==> config.mk <==
export PLATFORM = sky130hd
export DESIGN_NAME = utf8_to_json_escape
export DESIGN_NICKNAME = d
export VERILOG_FILES = /design/src/hw/rtl/uje_pkg.sv /design/src/hw/rtl/utf8_to_json_escape.sv
export VERILOG_INCLUDE_DIRS = /design/src /design/src/hw/rtl
export SDC_FILE = /design/constraint.sdc
export NUM_CORES = 1
export LEC_CHECK = 0
export BUFFER_PORTS_ARGS = -buffer_cell sky130_fd_sc_hd__buf_2
export CAP_MARGIN = 20
export CORE_MARGIN = 5
export CORE_UTILIZATION = 25
export DETAILED_ROUTE_END_ITERATION = 8
export PLACE_DENSITY = 0.39
export RECOVER_POWER = 50
export SKIP_LAST_GASP = 1
export SLEW_MARGIN = 10
export SYNTH_ARGS = -nofsm -noshare
export SYNTH_HDL_FRONTEND = slang
export SYNTH_SLANG_ARGS = --single-unit
export TNS_END_PERCENT = 50
==> constraint.sdc <==
create_clock -name clk -period 5.43 [get_ports clk]
set_input_delay 0.2715 -clock clk [delete_from_list [all_inputs] [get_ports clk]]
set_output_delay 0.2715 -clock clk [all_outputs]
set_load 0.02 [all_outputs]
==> src/hw/rtl/utf8_to_json_escape_macros.svh <==
// Assertion macros for the escaper. Define NO_ASSERTIONS to drop them.
`ifndef UTF8_TO_JSON_ESCAPE_MACROS_SVH
`define UTF8_TO_JSON_ESCAPE_MACROS_SVH

`ifndef NO_ASSERTIONS
// same-cycle implication
`define UJE_ASSERT_IMP(lbl, clk, rst, ante, cons) \
  lbl: assert property (@(posedge clk) disable iff (rst) (ante) |-> (cons)) \
    else $error("uje: implication violated");
// next-cycle implication
`define UJE_ASSERT_NXT(lbl, clk, rst, ante, cons) \
  lbl: assert property (@(posedge clk) disable iff (rst) (ante) |=> (cons)) \
    else $error("uje: next-cycle implication violated");
`else
`define UJE_ASSERT_IMP(lbl, clk, rst, ante, cons)
`define UJE_ASSERT_NXT(lbl, clk, rst, ante, cons)
`endif

`endif

==> src/hw/rtl/uje_pkg.sv <==
`default_nettype none
package uje_pkg;

  localparam int MAX_RESULTS = 12;
  localparam int HEX_LEN     = 6;   // "\uXXXX"

  localparam logic ACT_DATA = 1'b0;
  localparam logic ACT_END  = 1'b1;

  localparam logic [1:0] KIND_CHAR = 2'd0;
  localparam logic [1:0] KIND_END  = 2'd1;
  localparam logic [1:0] KIND_ERR  = 2'd2;

  localparam logic [7:0] CH_BSL   = 8'h5C;
  localparam logic [7:0] CH_QUOTE = 8'h22;
  localparam logic [7:0] CH_U     = 8'h75;
  localparam logic [7:0] CH_R     = 8'h72;
  localparam logic [7:0] CH_N     = 8'h6E;
  localparam logic [7:0] CH_LF    = 8'h0A;

  typedef struct packed {
    logic       action;
    logic [7:0] in_byte;
  } uje_in_t;

  typedef struct packed {
    logic [7:0] out_byte;
    logic [1:0] kind;
    logic       last;
  } uje_out_t;

  typedef logic [MAX_RESULTS-1:0][7:0] uje_chars_t;
  typedef logic [HEX_LEN-1:0][7:0]     uje_hex_t;

  typedef struct packed {
    uje_chars_t chars;
    logic [3:0] cnt;
  } uje_esc_t;

  function automatic logic [7:0] hex_digit(input logic [3:0] d);
    if (d < 4'd10) begin
      return 8'h30 + {4'b0, d};
    end else begin
      return 8'h57 + {4'b0, d};  // lowercase a..f
    end
  endfunction

  function automatic uje_hex_t hex_escape(input logic [15:0] v);
    uje_hex_t h;
    h[0] = CH_BSL;
    h[1] = CH_U;
    h[2] = hex_digit(v[15:12]);
    h[3] = hex_digit(v[11:8]);
    h[4] = hex_digit(v[7:4]);
    h[5] = hex_digit(v[3:0]);
    return h;
  endfunction

  // Escape one code point; chars[0] goes out first.
  function automatic uje_esc_t escape_code(input logic [20:0] c);
    uje_esc_t   r;
    logic [20:0] v;
    logic [15:0] hi;
    logic [15:0] lo;
    r.chars = '0;
    r.cnt   = '0;
    v  = c - 21'h10000;
    hi = 16'hD800 | {5'b0, v[20:10]};
    lo = 16'hDC00 | {6'b0, v[9:0]};
    if (c <= 21'h7F) begin
      if (c[7:0] == CH_LF) begin
        r.chars[0] = CH_BSL;
        r.chars[1] = CH_R;
        r.chars[2] = CH_BSL;
        r.chars[3] = CH_N;
        r.cnt      = 4'd4;
      end else if (c[7:0] == CH_QUOTE || c[7:0] == CH_BSL) begin
        r.chars[0] = CH_BSL;
        r.chars[1] = c[7:0];
        r.cnt      = 4'd2;
      end else if (c < 21'h20) begin
        r.chars[HEX_LEN-1:0] = hex_escape(c[15:0]);
        r.cnt                = 4'(HEX_LEN);
      end else begin
        r.chars[0] = c[7:0];
        r.cnt      = 4'd1;
      end
    end else if (c > 21'hFFFF) begin
      r.chars[HEX_LEN-1:0]         = hex_escape(hi);
      r.chars[2*HEX_LEN-1:HEX_LEN] = hex_escape(lo);
      r.cnt                        = 4'(2*HEX_LEN);
    end else begin
      r.chars[HEX_LEN-1:0] = hex_escape(c[15:0]);
      r.cnt                = 4'(HEX_LEN);
    end
    return r;
  endfunction

endpackage
`default_nettype wire

==> src/hw/rtl/utf8_to_json_escape.sv <==
// UTF-8 to JSON string escaper. Raw bytes enter on the text channel, escaped ASCII
// characters leave on the esc channel, one character per beat, with last set on the
// final character of each input item; an end-of-string item flushes any held marker
// bytes and gives one terminator beat (kind end, or kind error if a sequence was left
// open). Each item is latched, decoded and escaped in a single pass into a 12-entry
// character buffer, which drains one beat per cycle while esc_stall is low. An item
// yields n results (0 to 12): plain ASCII runs at one byte per cycle when the esc side
// does not stall, a \uXXXX escape gives 6 results and a surrogate pair 12. The input
// beat is registered in s1_item, then its results in the character buffer. Bytes that
// produce no result (held markers, non-final continuation bytes) pass at one per cycle
// while no earlier results are still draining.
`default_nettype none
`include "utf8_to_json_escape_macros.svh"
module utf8_to_json_escape (
  input  wire logic            clk,
  input  wire logic            rst,
  input  wire logic            text_valid,
  output logic                 text_stall,
  input  wire uje_pkg::uje_in_t text,
  output logic                 esc_valid,
  input  wire logic            esc_stall,
  output uje_pkg::uje_out_t    esc
);

  // input stage
  logic             s1_valid;
  uje_pkg::uje_in_t s1_item;

  // decoder state
  logic [20:0] code_acc, code_acc_next;
  logic [1:0]  cont_left, cont_left_next;
  logic [1:0]  mark_cnt, mark_cnt_next;
  logic [1:0]  mark_first, mark_first_next;

  // result buffer
  logic                res_valid;
  uje_pkg::uje_chars_t res_chars;
  logic [3:0]          res_cnt;
  logic [3:0]          res_idx;
  logic [1:0]          res_kind;

  logic res_last, res_take, s1_go;

  // single-pass decode
  logic        pre;
  logic        tail_code;
  logic        tail_single;
  logic [1:0]  single_kind;
  logic [20:0] tail_c;
  logic [20:0] acc_shift;
  logic [1:0]  cont_dec;
  logic [7:0]  b;
  uje_pkg::uje_esc_t   esc_code;
  uje_pkg::uje_chars_t tail_chars;
  logic [3:0]          tail_cnt;
  uje_pkg::uje_chars_t chars_next;
  logic [4:0]          cnt_sum;
  logic [3:0]          cnt_next;
  logic [1:0]          kind_next;

  assign res_last   = res_idx == (res_cnt - 4'd1);
  assign res_take   = res_valid && !esc_stall;
  assign s1_go      = s1_valid && (!res_valid || (res_take && res_last));
  assign text_stall = s1_valid && !s1_go;

  assign esc_valid    = res_valid;
  assign esc.out_byte = res_chars[res_idx];
  assign esc.kind     = res_last ? res_kind : uje_pkg::KIND_CHAR;
  assign esc.last     = res_last;

  assign b         = s1_item.in_byte;
  assign acc_shift = {code_acc[14:0], 6'b0} | {15'b0, b[5:0]};
  assign cont_dec  = cont_left - 2'd1;

  always_comb begin
    code_acc_next   = code_acc;
    cont_left_next  = cont_left;
    mark_cnt_next   = mark_cnt;
    mark_first_next = mark_first;
    pre             = 1'b0;
    tail_code       = 1'b0;
    tail_single     = 1'b0;
    single_kind     = uje_pkg::KIND_ERR;
    tail_c          = '0;

    if (s1_item.action == uje_pkg::ACT_END) begin
      pre         = (mark_cnt == 2'd1) || (mark_cnt == 2'd2);
      tail_single = 1'b1;
      // a held 0xFF becomes a lead that leaves three continuations open
      single_kind = (cont_left != 2'd0 || mark_cnt == 2'd2) ? uje_pkg::KIND_ERR
                                                             : uje_pkg::KIND_END;
      code_acc_next   = '0;
      cont_left_next  = '0;
      mark_cnt_next   = '0;
      mark_first_next = '0;
    end else if (cont_left != 2'd0) begin
      if (b == 8'h00) begin
        tail_single    = 1'b1;
        code_acc_next  = '0;
        cont_left_next = '0;
      end else begin
        cont_left_next = cont_dec;
        if (cont_dec == 2'd0) begin
          tail_code     = 1'b1;
          tail_c        = acc_shift;
          code_acc_next = '0;
        end else begin
          code_acc_next = acc_shift;
        end
      end
    end else if (mark_cnt == 2'd2) begin
      if (b == 8'hFE) begin
        mark_cnt_next   = '0;
        mark_first_next = '0;
      end else begin
        pre             = 1'b1;
        mark_cnt_next   = '0;
        mark_first_next = '0;
        if (b == 8'h00) begin
          tail_single    = 1'b1;
          code_acc_next  = '0;
          cont_left_next = '0;
        end else begin
          code_acc_next  = {12'b0, 3'b111, b[5:0]};
          cont_left_next = 2'd2;
        end
      end
    end else if (mark_cnt == 2'd1 && b == 8'hFF) begin
      mark_cnt_next = 2'd2;
    end else begin
      // lead byte, after flushing a single held marker if there is one
      if (mark_cnt == 2'd1) begin
        pre             = 1'b1;
        mark_first_next = '0;
      end
      mark_cnt_next = '0;
      if (b == 8'h02 || b == 8'h03) begin
        mark_cnt_next   = 2'd1;
        mark_first_next = b[1:0];
      end else if (!b[7]) begin
        tail_code = 1'b1;
        tail_c    = {13'b0, b};
      end else if (!b[5]) begin
        code_acc_next  = {16'b0, b[4:0]};
        cont_left_next = 2'd1;
      end else if (!b[4]) begin
        code_acc_next  = {17'b0, b[3:0]};
        cont_left_next = 2'd2;
      end else begin
        code_acc_next  = {18'b0, b[2:0]};
        cont_left_next = 2'd3;
      end
    end
  end

  always_comb begin
    esc_code = uje_pkg::escape_code(tail_c);
    if (tail_code) begin
      tail_chars = esc_code.chars;
      tail_cnt   = esc_code.cnt;
    end else begin
      tail_chars = '0;
      tail_cnt   = tail_single ? 4'd1 : 4'd0;
    end
    kind_next = tail_single ? single_kind : uje_pkg::KIND_CHAR;
    if (pre) begin
      chars_next = '0;
      chars_next[uje_pkg::HEX_LEN-1:0] = uje_pkg::hex_escape({14'b0, mark_first});
      chars_next[uje_pkg::MAX_RESULTS-1:uje_pkg::HEX_LEN] =
        tail_chars[uje_pkg::MAX_RESULTS-uje_pkg::HEX_LEN-1:0];
      cnt_sum = 5'(uje_pkg::HEX_LEN) + {1'b0, tail_cnt};
    end else begin
      chars_next = tail_chars;
      cnt_sum    = {1'b0, tail_cnt};
    end
    cnt_next = (cnt_sum > 5'(uje_pkg::MAX_RESULTS)) ? 4'(uje_pkg::MAX_RESULTS)
                                                    : cnt_sum[3:0];
  end

  always_ff @(posedge clk) begin
    if (rst) begin
      s1_valid   <= 1'b0;
      res_valid  <= 1'b0;
      res_idx    <= '0;
      code_acc   <= '0;
      cont_left  <= '0;
      mark_cnt   <= '0;
      mark_first <= '0;
    end else begin
      if (text_valid && !text_stall) begin
        s1_valid <= 1'b1;
      end else if (s1_go) begin
        s1_valid <= 1'b0;
      end
      if (s1_go) begin
        code_acc   <= code_acc_next;
        cont_left  <= cont_left_next;
        mark_cnt   <= mark_cnt_next;
        mark_first <= mark_first_next;
        res_valid  <= cnt_next != 4'd0;
        res_idx    <= '0;
      end else if (res_take) begin
        if (res_last) begin
          res_valid <= 1'b0;
        end else begin
          res_idx <= res_idx + 4'd1;
        end
      end
    end
  end

  always_ff @(posedge clk) begin
    if (text_valid && !text_stall) begin
      s1_item <= text;
    end
    if (s1_go) begin
      res_chars <= chars_next;
      res_cnt   <= cnt_next;
      res_kind  <= kind_next;
    end
  end

  `UJE_ASSERT_IMP(a_idx_in_range, clk, rst, res_valid, res_cnt != 4'd0 && res_idx < res_cnt)
  `UJE_ASSERT_IMP(a_cont_no_marker, clk, rst, cont_left != 2'd0, mark_cnt == 2'd0)
  `UJE_ASSERT_NXT(a_drain_empty, clk, rst, res_take && res_last && !s1_go, !esc_valid)

endmodule
`default_nettype wire

# Yosys cells after proc, flatten, opt, wreduce, memory -nomap -nowiden
# Cells that the tools add are included.
[word_totals]
ff_bits = 138
input_bits = 13
out_inout_bits = 13
word_cells = 213
[op_classes]
n_addsub = 27
order_cmp = 16
n_eq_ne = 15
n_mux = 98
n_bitwise = 2
n_reduce_logical = 31
[op_table]
columns = ["cell", "n"]
rows = [
  ["$mux W96", 2],
  ["$mux W15", 9],
  ["$mux W52", 2],
  ["$mux W48", 2],
  ["$mux W8", 12],
  ["$mux W21", 4],
  ["$add A7 B4 Y8 const A", 10],
  ["$add A6 B4 Y7 const A", 10],
  ["$mux W2", 23],
  ["$lt A4 B4 Y1 const B", 10],
  ["$mux W40", 1],
  ["$mux W36", 1],
  ["$bmux W8 S4", 1],
  ["$mux W32", 1],
  ["$mux W7", 4],
  ["$mux W1", 27],
  ["$gt A21 B16 Y1 const B", 1],
  ["$le A21 B7 Y1 const B", 1],
  ["$lt A21 B6 Y1 const B", 1],
  ["$or A21 B6 Y21", 1],
  ["$sub A21 B17 Y21 const B", 1],
  ["$mux W20", 1],
  ["$eq A8 B2 Y1 const B", 2],
  ["$eq A8 B8 Y1 const B", 2],
  ["other kinds (35)", 60],
]

# Longest topological paths before layout
# Gate-level depths: netlist (run 1).
[logic_depth]
word_depth = 20
depth_mapped = 20
depth_no_buf = 18

# Worst setup path after synthesis (run 1)
# Ideal clock, no wire load.
[synth_timing]
path_type = "register to register"
from = "reg res_cnt[0]"
to = "reg mark_first[0]"
setup_time_ps = 65
arrival_ps = 4649
required_ps = 5365
slack_ps = 716
path_stages_with_launch = 12
path_buffers = 0
period_less_slack_ps = 4714
path_cell_list = "edfxtp_1 inv_1 ha_1 xor2_1 nand2_1 o41a_1 nand2b_1 inv_1 o21ai_0 a21o_1 mux2_2 nor2_1"
[synth_between]
elab_chain_len = 6
[synth_lines]
columns = ["item", "line", "source"]
rows = [
  ["start: declaration", "utf8_to_json_escape.sv:38", "logic [3:0] res_cnt;"],
  ["start signal: assignment", "utf8_to_json_escape.sv:218", "res_cnt <= cnt_next;"],
  ["$sub A4 B1 Y4", "utf8_to_json_escape.sv:61", "assign res_last = res_idx == (res_cnt - 4'd1);"],
  ["$eq A4 B4 Y1", "utf8_to_json_escape.sv:61", ""],
  ["$logic_and A1 B1 Y1", "utf8_to_json_escape.sv:63", "assign s1_go = s1_valid && (!res_valid || (res_take && res_last));"],
  ["$logic_or A1 B1 Y1", "utf8_to_json_escape.sv:63", ""],
  ["$logic_and A1 B1 Y1", "utf8_to_json_escape.sv:63", ""],
  ["via s1_go", "utf8_to_json_escape.sv:42", "logic res_last, res_take, s1_go;"],
  ["$reduce_and A4 Y1 (no line)", "-", ""],
  ["end signal: assignment", "utf8_to_json_escape.sv:199", "mark_first <= mark_first_next;"],
  ["end: declaration", "utf8_to_json_escape.sv:33", "logic [1:0] mark_first, mark_first_next;"],
]
# The timed path passes the listed nets, and every way through them passes these cells.
# A chain may end at the register's enable or synchronous reset.

# Final worst setup path (run 1)
[layout_timing]
from = "reg mark_cnt[0]"
to = "reg res_cnt[0] (data pin)"
[layout_between]
elab_chain_len = 16
word_cells_on_any_way = 38
classes_between = "add/sub (1); order compare (4); eq/ne (5); mux (25); reduce/logical (3)"
[layout_lines]
columns = ["item", "line", "source"]
rows = [
  ["start: declaration", "utf8_to_json_escape.sv:32", "logic [1:0] mark_cnt, mark_cnt_next;"],
  ["start signal: assignment", "utf8_to_json_escape.sv:198", "mark_cnt <= mark_cnt_next;"],
  ["$eq A2 B1 Y1", "utf8_to_json_escape.sv:87, utf8_to_json_escape.sv:128, utf8_to_json_escape.sv:132", ""],
  ["$logic_and A1 B1 Y1", "utf8_to_json_escape.sv:128", "end else if (mark_cnt == 2'd1 && b == 8'hFF) begin"],
  ["$mux W7", "utf8_to_json_escape.sv:128", ""],
  ["$mux W7", "utf8_to_json_escape.sv:111", "end else if (mark_cnt == 2'd2) begin"],
  ["$mux W21", "utf8_to_json_escape.sv:96", "end else if (cont_left != 2'd0) begin"],
  ["$mux W21", "utf8_to_json_escape.sv:86", "if (s1_item.action == uje_pkg::ACT_END) begin"],
  ["$lt A21 B6 Y1, or another cell as far along", "uje_pkg.sv:81", "end else if (c < 21'h20) begin"],
  ["$mux W12 / $logic_or A1 B1 Y1 (equally long branches)", "uje_pkg.sv:81, uje_pkg.sv:77", ""],
  ["$mux W20", "uje_pkg.sv:77", "end else if (c[7:0] == CH_QUOTE || c[7:0] == CH_BSL) begin"],
  ["$mux W36", "uje_pkg.sv:71", "if (c[7:0] == CH_LF) begin"],
  ["$mux W52", "uje_pkg.sv:70", "if (c <= 21'h7F) begin"],
  ["$mux W4", "utf8_to_json_escape.sv:158", "if (tail_code) begin"],
  ["$add A3 B4 Y5", "utf8_to_json_escape.sv:171", "cnt_sum = 5'(uje_pkg::HEX_LEN) + {1'b0, tail_cnt};"],
  ["$mux W5 *", "utf8_to_json_escape.sv:166", "if (pre) begin"],
  ["$gt A5 B4 Y1", "utf8_to_json_escape.sv:176", "cnt_next = (cnt_sum > 5'(uje_pkg::MAX_RESULTS)) ? 4'(uje_pkg::MAX_RESULTS)"],
  ["$mux W4 *", "utf8_to_json_escape.sv:176", ""],
  ["via cnt_next[0]", "utf8_to_json_escape.sv:58", "logic [3:0] cnt_next;"],
]
# The timed path passes the listed nets; every way through them passes the cells marked *.

==> run summary, run 1 <==
Sum of net half-perimeters after detailed placement - 18,700 um
Final Instance Area - 0.00894 sq mm
Register area - 0.00363 sq mm
Data required, critical path - 5580 ps
Setup slack at placement - 830 ps
RSZ-0062 raised after global routing - false
Port Buf Inserts - 25
Number of design-rule violations left by the first detailed-router iteration - 564
Worst path cell trace - inv_1, ha_1, or3b_1, a21oi_1, o21ai_1, inv_1, ha_1, and4_1, o211ai_1, nor3_1, o21ai_1, o21a_1, inv_1, ha_1, o21a_1, inv_1, a22oi_1
Proportion of synthesized area in mux cells - 8.59%
Ys flop type - sky130_fd_sc_hd__edfxtp_1
Worst skew pair latency - 430 ps
Filler Cell Count - 3,219
Via count of the first global-routing pass - 5,845
First-pass GRT wire length - 38,300 um
Met2 routed wirelength - 11,200 um
Startpoint types - flop
CP dominant cell by count - sky130_fd_sc_hd__inv_1
Root Driver - sky130_fd_sc_hd__clkbuf_16
Gate Count Post-Synth - 764
Core area - 0.0307 sq mm
Combinational family with the most area after synthesis - simple AND/OR/NAND/NOR gates
Post-route clock skew - 17.4 ps
Synth Area in Simple Gates - 17.1%
Number of enable-type register cells in the synthesized netlist - 103
Failing checks - max-capacitance violations, max-slew violations
Horizontal die dimension - 186 um
Class of the most critical setup path - reg -> reg
# IOs - 26
Critical path's slowest cell - sky130_fd_sc_hd__o21ai_1
Routability congestion estimate - 0.875
Layout overhead on the synthesized area - 15.1%
Total power divided by cell area - 279 mW/mm^2
Max VDD drop - 0.180 mV
Top fanout value on the critical path - 15
Effective utilization at floorplan - 25.3%
Worst Setup Slack, final - 707 ps
Clock-pin transition on the worst setup and hold timing paths - 70 ps
Antenna violations before repair - 1
Part of the Yosys area used for sequential elements - 46.7%
Leakage dissipation - 3.11 nW
Result of the run - finished, violations left
Number of vias in the routed layout - 5,907
Total Die Area - 0.0347 sq mm
Number of hold buffers added after CTS - 5
Synth top area cells - sky130_fd_sc_hd__edfxtp_1 (40%), sky130_fd_sc_hd__dfxtp_1 (7.0%), sky130_fd_sc_hd__mux4_2 (6.1%)
Final number of setup-violating endpoints - 0
Post-synthesis compound-gate area fraction - 14.3%
Maximum clock frequency - 0.212 GHz
Flop and latch count out of synthesis - 130
Placed inst area - 0.00834 sq mm
Final TNS setup - 0 ps
Maximum clock insertion buffer count - 2
FP Rows - 64
Drt wl/cell - 21.1 um
Total clock buffers created by CTS - 17
GRT Residual Overflow - 0
Hold/Removal Path Class - in -> reg
Post-CTS resize count - 0
Synthesis warning total - 0
Routed metal-1 wirelength - 12,700 um
Arrival time reported for the critical path endpoint - 4880 ps
Count of placed standard cells including taps - 1,159
Avg Vias per Cell - 4.93
Delay of the slowest cell on the worst path - 630 ps
Type of element capturing the critical path - flop
Final slew viol count - 43
Number of antenna cells inserted - 0
Maximum number of pins on one net before global-route repair - 43
Number of non-filler instances in the completed layout - 1,197
Post-route ant nets - 0
Share of synthesized flip-flops with an asynchronous set or reset - 0%
Buffer count from post-CTS setup fixing - 0
Area share of fa/ha/maj cells after synthesis - 5.47%
Shortest period the worst path allows - 4720 ps
Vertical die dimension - 186 um
DRC errors left - 0
Setup slack of the worst register-to-register path - 710 ps
Level count of the clock H-tree - 4
XOR/XNOR share of the synthesized area - 3.15%
Post-Route WL - 25,300 um
Share of post-route cells with drive strength above 1 - 13.6%
Top cell type by total area after synthesis - sky130_fd_sc_hd__edfxtp_1
Final count of hold timing violations - 0
Clock net sink count - 130
Final critical-path share of the clock period - 87.0%
Max-slew headroom at the worst pin - -30.4%
Number of max-cap violations - 1
Slew of the pin with the lowest slew margin - 1940 ps
Syn Std Cell Area - 0.00777 sq mm
Average cell area after synthesis - 10.2 sq um
Overall track demand over capacity in global routing - 14.4%
Routed met3 length - 851 um
TritonCTS clock tree - done
Top layer reached by signal wires - met5
Net total in the final layout - 835
Number of optimization iterations in the first detailed-route pass - 5
Number of distinct library cells after synthesis - 73
Proportion of netlist area held by the largest area contributor - 39.8%
Multi-input logic area - 0.00380 sq mm
## flip-flops by register name, summed over array words and instances (netlist names)
register,count
res_kind,2
esc_valid,1
res_cnt,4
cont_left,2
s1_valid,1
s1_item,1
res_chars,88
mark_first,2
res_idx,4
mark_cnt,2
code_acc,15
b,8
## critical path: cells and delay by family (launching register included)
family,cells,cell delay (ps)
simple gates,3,610
fa+ha+maj,3,1020
buf+inv,4,530
compound gates,7,1930
flops,1,330
## kinds of logic (layout without fill, tap and decap cells)
logic type                 count (synthesis)  count (layout)
other                                      1               4
AOI/OAI and AO/OA                        178             178
adders and majority gates                 34              34
and+or+nand+nor                          268             268
muxes                                     39              39
xor gates and xnor gates                  28              28
buffers and inverters                     86             120
DFF                                      130             130
## layout by cell type (no fill, tap or decap), types with 6 or more instances in the layout
cell / Yosys / layout
sky130_fd_sc_hd__clkbuf_16: 0 / 17
sky130_fd_sc_hd__nor3_1: 35 / 35
sky130_fd_sc_hd__nor2b_1: 11 / 11
sky130_fd_sc_hd__xnor2_1: 21 / 21
sky130_fd_sc_hd__a21oi_1: 62 / 62
sky130_fd_sc_hd__dfxtp_1: 27 / 26
sky130_fd_sc_hd__a21o_1: 6 / 6
sky130_fd_sc_hd__mux2i_1: 15 / 15
sky130_fd_sc_hd__inv_1: 39 / 38
sky130_fd_sc_hd__nand2b_1: 10 / 10
sky130_fd_sc_hd__o211ai_1: 7 / 7
sky130_fd_sc_hd__nand4_1: 6 / 6
sky130_fd_sc_hd__edfxtp_1: 103 / 103
sky130_fd_sc_hd__nand3_1: 16 / 16
sky130_fd_sc_hd__buf_4: 4 / 16
sky130_fd_sc_hd__clkbuf_1: 27 / 10
sky130_fd_sc_hd__o21ai_0: 37 / 37
sky130_fd_sc_hd__xor2_1: 7 / 7
sky130_fd_sc_hd__nor2_1: 75 / 75
sky130_fd_sc_hd__buf_2: 10 / 16
sky130_fd_sc_hd__mux4_2: 21 / 21
sky130_fd_sc_hd__nand2_1: 71 / 71
sky130_fd_sc_hd__nor4_1: 7 / 7
sky130_fd_sc_hd__or3_1: 7 / 7
sky130_fd_sc_hd__o22ai_1: 11 / 11
sky130_fd_sc_hd__ha_1: 34 / 34
sky130_fd_sc_hd__a211oi_1: 8 / 8
## area by class of cell
| type | instances | share of cell area [%] |
|---|---|---|
| multi-input cells | 551 | 42.5 |
| flip-flops and latches | 130 | 40.6 |
| well taps | 396 | 5.54 |
| clock buffers | 17 | 4.76 |
| repair buffers | 49 | 3.33 |
| inverters | 39 | 1.65 |
| clock inverters | 15 | 1.64 |
## synth_stat cells, types with 2 or more instances
cell	count
sky130_fd_sc_hd__nor2b_1	11
sky130_fd_sc_hd__and4_1	3
sky130_fd_sc_hd__a31o_2	3
sky130_fd_sc_hd__or4_1	2
sky130_fd_sc_hd__mux2i_1	15
sky130_fd_sc_hd__edfxtp_1	103
sky130_fd_sc_hd__nor2_1	75
sky130_fd_sc_hd__a31oi_1	5
sky130_fd_sc_hd__xnor2_1	21
sky130_fd_sc_hd__a21o_1	6
sky130_fd_sc_hd__o21ai_0	37
sky130_fd_sc_hd__nor4_1	7
sky130_fd_sc_hd__o21ai_1	5
sky130_fd_sc_hd__nor3b_1	4
sky130_fd_sc_hd__and2_1	8
sky130_fd_sc_hd__buf_2	10
sky130_fd_sc_hd__a211oi_1	8
sky130_fd_sc_hd__inv_1	39
sky130_fd_sc_hd__or3_1	7
sky130_fd_sc_hd__nand2_1	71
sky130_fd_sc_hd__nand3_1	16
sky130_fd_sc_hd__ha_1	34
sky130_fd_sc_hd__or2_2	2
sky130_fd_sc_hd__o41a_1	2
sky130_fd_sc_hd__o211ai_1	7
sky130_fd_sc_hd__mux2_2	2
sky130_fd_sc_hd__buf_1	4
sky130_fd_sc_hd__dfxtp_1	27
sky130_fd_sc_hd__clkbuf_1	27
sky130_fd_sc_hd__a21oi_1	62
sky130_fd_sc_hd__nor3_1	35
sky130_fd_sc_hd__a22o_1	3
sky130_fd_sc_hd__xor2_1	7
sky130_fd_sc_hd__nand4_1	6
sky130_fd_sc_hd__mux4_2	21
sky130_fd_sc_hd__a21boi_0	3
sky130_fd_sc_hd__o31ai_1	6
sky130_fd_sc_hd__nand2b_1	10
sky130_fd_sc_hd__or2_1	2
sky130_fd_sc_hd__o22ai_1	11
sky130_fd_sc_hd__buf_4	4
sky130_fd_sc_hd__o21a_1	2
## power breakdown
group	total [W]	internal, W	switching (W)
Clock	0.00114	0.000606	0.000531
Combinational	0.000205	0.0000707	0.000135
Sequential	0.00115	0.00113	0.0000268
Total	0.00249	0.00180	0.000692
## per-layer routing
metal,GRT usage [%],up-vias
met4,4.04,2
met5,0,-
met1,21.0,2895
met2,22.0,135
met3,2.47,26
li1,-,2849
## path summary, 6_finish.rpt
path | start | to | cells past startpoint
max | mark_cnt[0]$_SDFFE_PP0P_ | res_cnt[0]$_DFFE_PP_ | 17
min | text[8] | s1_item[8]$_DFFE_PP_ | 1
max reg2reg | mark_cnt[0]$_SDFFE_PP0P_ | res_cnt[0]$_DFFE_PP_ | 17
min reg2reg | code_acc[10]$_SDFFE_PP0P_ | code_acc[10]$_SDFFE_PP0P_ | 2
## metrics by stage
stage          utilization (%)  total power, W  hold slack, ps
2_1_floorplan                -         0.00131             339
3_3_place_gp              27.2         0.00138             449
3_5_place_dp              27.2         0.00138             450
4_1_cts                   29.2         0.00252           0.813
5_1_grt                   29.2         0.00259            1.21
6_report                  29.2         0.00249            14.3
No activity file was read; power rests on OpenSTA's default activity.
==> inputs of run 2 (changes only) <==
==> constraint.sdc (replaced) <==
create_clock -name clk -period 4.6 [get_ports clk]
set_input_delay 0.23 -clock clk [delete_from_list [all_inputs] [get_ports clk]]
set_output_delay 0.23 -clock clk [all_outputs]
set_load 0.02 [all_outputs]
==> run 2 against run 1 <==
Against the previous run:
- the flow still finishes with violations (max-capacitance violations, max-slew violations)
- maximum frequency up 12%
- clock skew fell by 6.2 ps
- global-route usage shrank 0.23 points
- combinational power is 22% higher
- register-to-register slack worse by 320 ps
- utilization increased by 0.44 points
- critical endpoint unchanged
- largest cell class unchanged
- largest power group unchanged
- highest routed layer is now met4
==> run summary, run 2 (same netlist as run 1, synthesis figures left out) <==
Effective utilization at floorplan - 25.3%
Net total in the final layout - 850
Number of optimization iterations in the first detailed-route pass - 5
# IOs - 26
Final TNS setup - 0 ps
Number of antenna cells inserted - 0
Largest register FFs - 88
Final slew viol count - 28
Avg Vias per Cell - 4.95
Number of cells on the critical path - 16
Result of the run - finished, violations left
Post-route ant nets - 0
Shortest period the worst path allows - 4210 ps
Leading cell type in the layout, fill and taps excluded - sky130_fd_sc_hd__edfxtp_1
Placed inst area - 0.00845 sq mm
Post-route clock skew - 11.1 ps
Critical path origin - cont_left[0]$_SDFFE_PP0P_
CP dominant cell by count - sky130_fd_sc_hd__inv_1
Startpoint types - flop
Port Buf Inserts - 25
Multi-input logic area - 0.00380 sq mm
Critical path's slowest cell - sky130_fd_sc_hd__or4_1
Number of non-filler instances in the completed layout - 1,212
Number of max-cap violations - 1
FP Rows - 64
Final Instance Area - 0.00908 sq mm
Routability congestion estimate - 0.866
Worst-case reg-to-reg path depth - 16
Setup slack at placement - 315 ps
Filler Cell Count - 3,253
Layout overhead on the synthesized area - 16.8%
Count of placed standard cells including taps - 1,171
Crit-path leading delay family - simple AND/OR/NAND/NOR gates
Max-slew headroom at the worst pin - -20.3%
Register area - 0.00363 sq mm
Most frequent cells in the layout - sky130_fd_sc_hd__edfxtp_1 (103), sky130_fd_sc_hd__nor2_1 (75), sky130_fd_sc_hd__nand2_1 (71)
Met3 routing resource usage after global routing - 2.73%
Leakage dissipation - 3.18 nW
Number of buffer and inverter instances along the worst setup path - 4
Type of element capturing the critical path - flop
Antenna violations before repair - 0
Number of design-rule violations left by the first detailed-router iteration - 692
Delay of the slowest cell on the worst path - 550 ps
Arrival time reported for the critical path endpoint - 4360 ps
Top fanout value on the critical path - 16
Hold/Removal Path Class - in -> reg
Critical hold path startpoint - text_valid
Clock net sink count - 130
Maximum clock insertion buffer count - 2
Met1 usage in global routing - 20.7%
Sum of net half-perimeters after detailed placement - 18,500 um
Overall track demand over capacity in global routing - 14.1%
Horizontal die dimension - 186 um
Failing checks - max-capacitance violations, max-slew violations
DRC errors left - 0
Worst path cell trace - inv_1, ha_2, nor3b_2, a21oi_1, or2_2, inv_1, ha_1, nand2_1, or4_1, o21ai_1, o21a_1, inv_1, ha_1, o21a_1, inv_1, a22oi_1
Via count of the first global-routing pass - 5,816
TritonCTS clock tree - done
Data required, critical path - 4740 ps
GRT Residual Overflow - 0
Maximum number of pins on one net before global-route repair - 95
Reg-to-reg startpoint - cont_left[0]$_SDFFE_PP0P_
Final count of hold timing violations - 0
Max VDD drop - 0.239 mV
Layer carrying the most global-route usage - met2
Total power divided by cell area - 326 mW/mm^2
Clock-pin transition on the worst setup and hold timing paths - 60 ps
Worst skew pair latency - 420 ps
Total clock buffers created by CTS - 17
Post-Route WL - 24,800 um
Level count of the clock H-tree - 4
Class of the most critical setup path - reg -> reg
Core area - 0.0307 sq mm
Vertical die dimension - 186 um
Root Driver - sky130_fd_sc_hd__clkbuf_16
Total Die Area - 0.0347 sq mm
Global-route track usage on met2 - 21.3%
Final number of setup-violating endpoints - 0
Maximum clock frequency - 0.237 GHz
RSZ-0062 raised after global routing - false
Drt wl/cell - 20.5 um
Worst Setup Slack, final - 386 ps
Final critical-path share of the clock period - 91.6%
Hold path cells - 3
First-pass GRT wire length - 38,000 um
Share of post-route cells with drive strength above 1 - 14.3%
Number of vias in the routed layout - 6,000
Slew of the pin with the lowest slew margin - 1800 ps
Largest Register - res_chars
## run 2: area by class of cell
cell class / instances / share of cell area [%]
inverters: 39 / 1.63
clock inverters: 15 / 1.61
flip-flops and latches: 130 / 40.0
repair buffers: 64 / 4.73
well taps: 396 / 5.46
multi-input cells: 551 / 41.9
clock buffers: 17 / 4.69
## run 2: worst paths after layout
kind | to | slack, ps
worst min-delay path | s1_valid$_SDFFE_PP0P_ | 40
worst max register to register | res_cnt[0]$_DFFE_PP_ | 390
worst max-delay path | res_cnt[0]$_DFFE_PP_ | 390
worst min register to register | cont_left[1]$_SDFFE_PP0P_ | 490
## run 2: repair_timing
item	CTS	global route
hold buffers	9	0
endpoints found under the hold margin	9	0
endpoints found under the setup margin	0	3
resized for setup	0	1
buffers inserted	0	0
## run 2: power breakdown
part	leakage (nW)	internal, W	total (W)	switching, W
Combinational	1.74	0.0000910	0.000251	0.000160
Sequential	1.16	0.00133	0.00136	0.0000297
Clock	0.277	0.000760	0.00135	0.000592
Total	3.18	0.00218	0.00296	0.000782
## run 2: stage by stage
stage | hold slack [ps] | utilization [%] | power [W]
after floorplan | 298 | - | 0.00154
after global placement | 408 | 27.5 | 0.00164
after detailed placement | 409 | 27.5 | 0.00163
after CTS | 16.9 | 29.7 | 0.00300
after global routing | 21.8 | 29.6 | 0.00308
final | 35.0 | 29.6 | 0.00296
## run 2: routing by layer
metal | vias to the layer above | share of wire [%]
met3 | 20 | 3.6
met5 | - | 0
li1 | 2887 | -
met2 | 120 | 45
met1 | 2973 | 49
met4 | 0 | 1.7
## run 2: worst min-delay path: stages
cell	delay (ps)
sky130_fd_sc_hd__buf_2	80
sky130_fd_sc_hd__nor2_1	40
sky130_fd_sc_hd__nor2_1	60
==> inputs of run 3 (changes only) <==
--- a/config.mk
+++ b/config.mk
@@ -6,12 +6,13 @@
 export SDC_FILE = /design/constraint.sdc
 export NUM_CORES = 1
 export LEC_CHECK = 0
-export BUFFER_PORTS_ARGS = -buffer_cell sky130_fd_sc_hd__buf_2
+export ABC_AREA = 1
+export BUFFER_PORTS_ARGS = -buffer_cell sky130_fd_sc_hd__buf_4
 export CAP_MARGIN = 20
 export CORE_MARGIN = 5
-export CORE_UTILIZATION = 25
+export CORE_UTILIZATION = 55
 export DETAILED_ROUTE_END_ITERATION = 8
-export PLACE_DENSITY = 0.39
+export PLACE_DENSITY = 0.72
 export RECOVER_POWER = 50
 export SKIP_LAST_GASP = 1
 export SLEW_MARGIN = 10
==> run 3 against run 2 <==
Against the previous run:
- the run now ends clean
- final area is 1.6% lower
- flip-flop and latch count stayed put
- via count is 13% higher
- sequential share of layout area is 0.62 points higher
- critical path type unchanged
- largest power group unchanged
==> run summary, run 3 <==
Result of the run - finished clean
Ys flop type - sky130_fd_sc_hd__edfxtp_1
Net total in the final layout - 1,026
Gate power share - 17.0%
Synth top area cells - sky130_fd_sc_hd__edfxtp_1 (38%), sky130_fd_sc_hd__nand2_1 (7.2%), sky130_fd_sc_hd__dfxtp_1 (6.7%)
Clock Power Share - 38.4%
# IOs - 26
DRC errors left - 0
FP Rows - 44
Filler Cell Count - 1,273
Top fanout value on the critical path - 20
Delay of the slowest cell on the worst path - 390 ps
Synth Area in Simple Gates - 22.8%
Flop and latch count out of synthesis - 130
Clock net sink count - 130
Post-synthesis compound-gate area fraction - 15.1%
Layout overhead on the synthesized area - 10.6%
Effective utilization at floorplan - 55.8%
Post-Route WL - 20,800 um
Critical path's slowest cell - sky130_fd_sc_hd__ha_1
Number of vias in the routed layout - 6,790
Avg Vias per Cell - 5.77
Combinational family with the most area after synthesis - simple AND/OR/NAND/NOR gates
Seq pwr share - 44.6%
Maximum clock frequency - 0.248 GHz
Worst path cell trace - inv_1, ha_1, inv_2, nand2_2, nor2_4, inv_1, nor2_1, inv_1, ha_1, nand2_1, nor2_1, nand3_1, nor2_2, nor2_8, nand3_4, nand2_1, ha_1, nand2_1, nand2_1, inv_1, nand3_1, inv_1, nor2_1
Most frequent cells in the layout - sky130_fd_sc_hd__nand2_1 (154), sky130_fd_sc_hd__nor2_1 (143), sky130_fd_sc_hd__edfxtp_1 (103)
Most frequent cells after synthesis - sky130_fd_sc_hd__nand2_1 (154), sky130_fd_sc_hd__nor2_1 (143), sky130_fd_sc_hd__edfxtp_1 (103)
Placed inst area - 0.00837 sq mm
XOR/XNOR share of the synthesized area - 2.60%
Hold/Removal Path Class - in -> reg
Class of the most critical setup path - reg -> reg
Post-route clock skew - 10.2 ps
Final critical-path share of the clock period - 87.5%
Largest Register - res_chars
Final Instance Area - 0.00894 sq mm
TritonCTS clock tree - done
Internal power component - 0.00222 W
Synthesis warning total - 0
Startpoint types - flop
Maximum clock insertion buffer count - 2
Root Driver - sky130_fd_sc_hd__clkbuf_16
Post-CTS resize count - 0
Worst skew pair latency - 430 ps
Number of distinct library cells after synthesis - 54
Shortest period the worst path allows - 4030 ps
Arrival time reported for the critical path endpoint - 4200 ps
Final TNS setup - 0 ps
Via count of the first global-routing pass - 6,413
Overall power - 0.00315 W
Largest register FFs - 88
Number of design-rule violations left by the first detailed-router iteration - 774
Horizontal die dimension - 131 um
Total Die Area - 0.0172 sq mm
Sum of net half-perimeters after detailed placement - 15,100 um
Proportion of synthesized area in mux cells - 1.49%
Clock-pin transition on the worst setup and hold timing paths - 60 ps
Type of element capturing the critical path - flop
Part of the Yosys area used for sequential elements - 45.0%
Proportion of netlist area held by the largest area contributor - 38.3%
Drt wl/cell - 17.7 um
Share of post-route cells with drive strength above 1 - 11.7%
Switching power as a share of total power - 29.6%
Final count of hold timing violations - 0
Total power divided by cell area - 353 mW/mm^2
Port Buf Inserts - 25
Final number of setup-violating endpoints - 0
Syn Std Cell Area - 0.00808 sq mm
Max-slew headroom at the worst pin - 16.9%
Core area - 0.0145 sq mm
Slew of the pin with the lowest slew margin - 1250 ps
Overall track demand over capacity in global routing - 24.5%
Fin Hold WS - 105 ps
Maximum number of pins on one net before global-route repair - 95
CP dominant cell by count - sky130_fd_sc_hd__inv_1
Post-route ant nets - 0
Final slew viol count - 0
First-pass GRT wire length - 34,200 um
Top cell type by total area after synthesis - sky130_fd_sc_hd__edfxtp_1
Net load switching power - 0.000934 W
Number of optimization iterations in the first detailed-route pass - 5
Cell with the most instances after synthesis - sky130_fd_sc_hd__nand2_1
GRT Residual Overflow - 0
Total clock buffers created by CTS - 17
Antenna violations before repair - 0
Vertical die dimension - 131 um
Number of enable-type register cells in the synthesized netlist - 103
Leakage dissipation - 3.72 nW
Gate Count Post-Synth - 957
Data required, critical path - 4770 ps
Leading cell type in the layout, fill and taps excluded - sky130_fd_sc_hd__nand2_1
RSZ-0062 raised after global routing - false
Routability congestion estimate - 0.960
Level count of the clock H-tree - 4
Average cell area after synthesis - 8.44 sq um
Number of antenna cells inserted - 0
Max VDD drop - 0.212 mV
Share of synthesized flip-flops with an asynchronous set or reset - 0%
Area share of fa/ha/maj cells after synthesis - 5.27%
Number of max-cap violations - 0
[run 3: path summary, 6_finish.rpt]
path | slack, ps | endpoint | startpoint | cells past startpoint
worst max-delay path | 570 | res_cnt[0]$_DFFE_PP_ | cont_left[0]$_SDFFE_PP0P_ | 23
worst min-delay path | 100 | s1_valid$_SDFFE_PP0P_ | text_valid | 3
worst max register to register | 570 | res_cnt[0]$_DFFE_PP_ | cont_left[0]$_SDFFE_PP0P_ | 23
worst min register to register | 450 | code_acc[11]$_SDFFE_PP0P_ | code_acc[11]$_SDFFE_PP0P_ | 2
[run 3: layout make-up]
cell class / count / area [sq um] / area share, %
clock buffer: 17 / 425 / 4.76
clock inverter: 15 / 109 / 1.22
inverter: 109 / 413 / 4.62
multi-input combinational: 679 / 3830 / 42.9
sequential: 130 / 3630 / 40.7
tap: 184 / 230 / 2.58
timing repair buffer: 42 / 294 / 3.29
[run 3: what timing repair did]
item                      in CTS  in global routing
buffers inserted               0                  0
hold buffers                   9                  0
hold endpoints to repair       9                  0
[run 3: power by group through the flow]
| stage | registers, W | logic [W] | clock network [W] |
|---|---|---|---|
| floorplan | 0.00142 | 0.000389 | 0 |
| global placement | 0.00143 | 0.000528 | 0 |
| detailed placement | 0.00143 | 0.000534 | 0 |
| CTS | 0.00140 | 0.000543 | 0.00122 |
| global route | 0.00141 | 0.000597 | 0.00128 |
| finish | 0.00141 | 0.000535 | 0.00121 |
[run 3: logic make-up (layout without fill, tap and decap cells)]
logic type	Yosys count	count (layout)
simple gates	406	406
compound gates	199	199
buf+inv	151	183
flops	130	130
fa+ha+maj	34	34
xor+xnor	24	24
mux	12	12
other cells	1	4
[run 3: critical path: cells and delay by family (launching register included)]
kind,cells,cell delay [ps]
adders and majority gates,3,860
buffers and inverters,6,730
and+or+nand+nor,14,1840
DFF,1,360
[run 3: routing by layer]
layer | vias to the layer above | GRT usage [%] | part of all wire, %
li1 | 3303 | - | -
met1 | 3178 | 34.6 | 44
met2 | 280 | 38.7 | 47
met3 | 29 | 4.63 | 6.8
met4 | 0 | 7.04 | 1.9
met5 | - | 0 | 0
[run 3: metrics by stage]
step | setup slack [ps] | cells | utilization (%)
2_1_floorplan | 427 | 960 | -
3_3_place_gp | 757 | 1135 | 57.8
3_5_place_dp | 641 | 1135 | 57.8
4_1_cts | 621 | 1176 | 62.1
5_1_grt | 196 | 1176 | 61.7
6_report | 573 | 1176 | 61.7
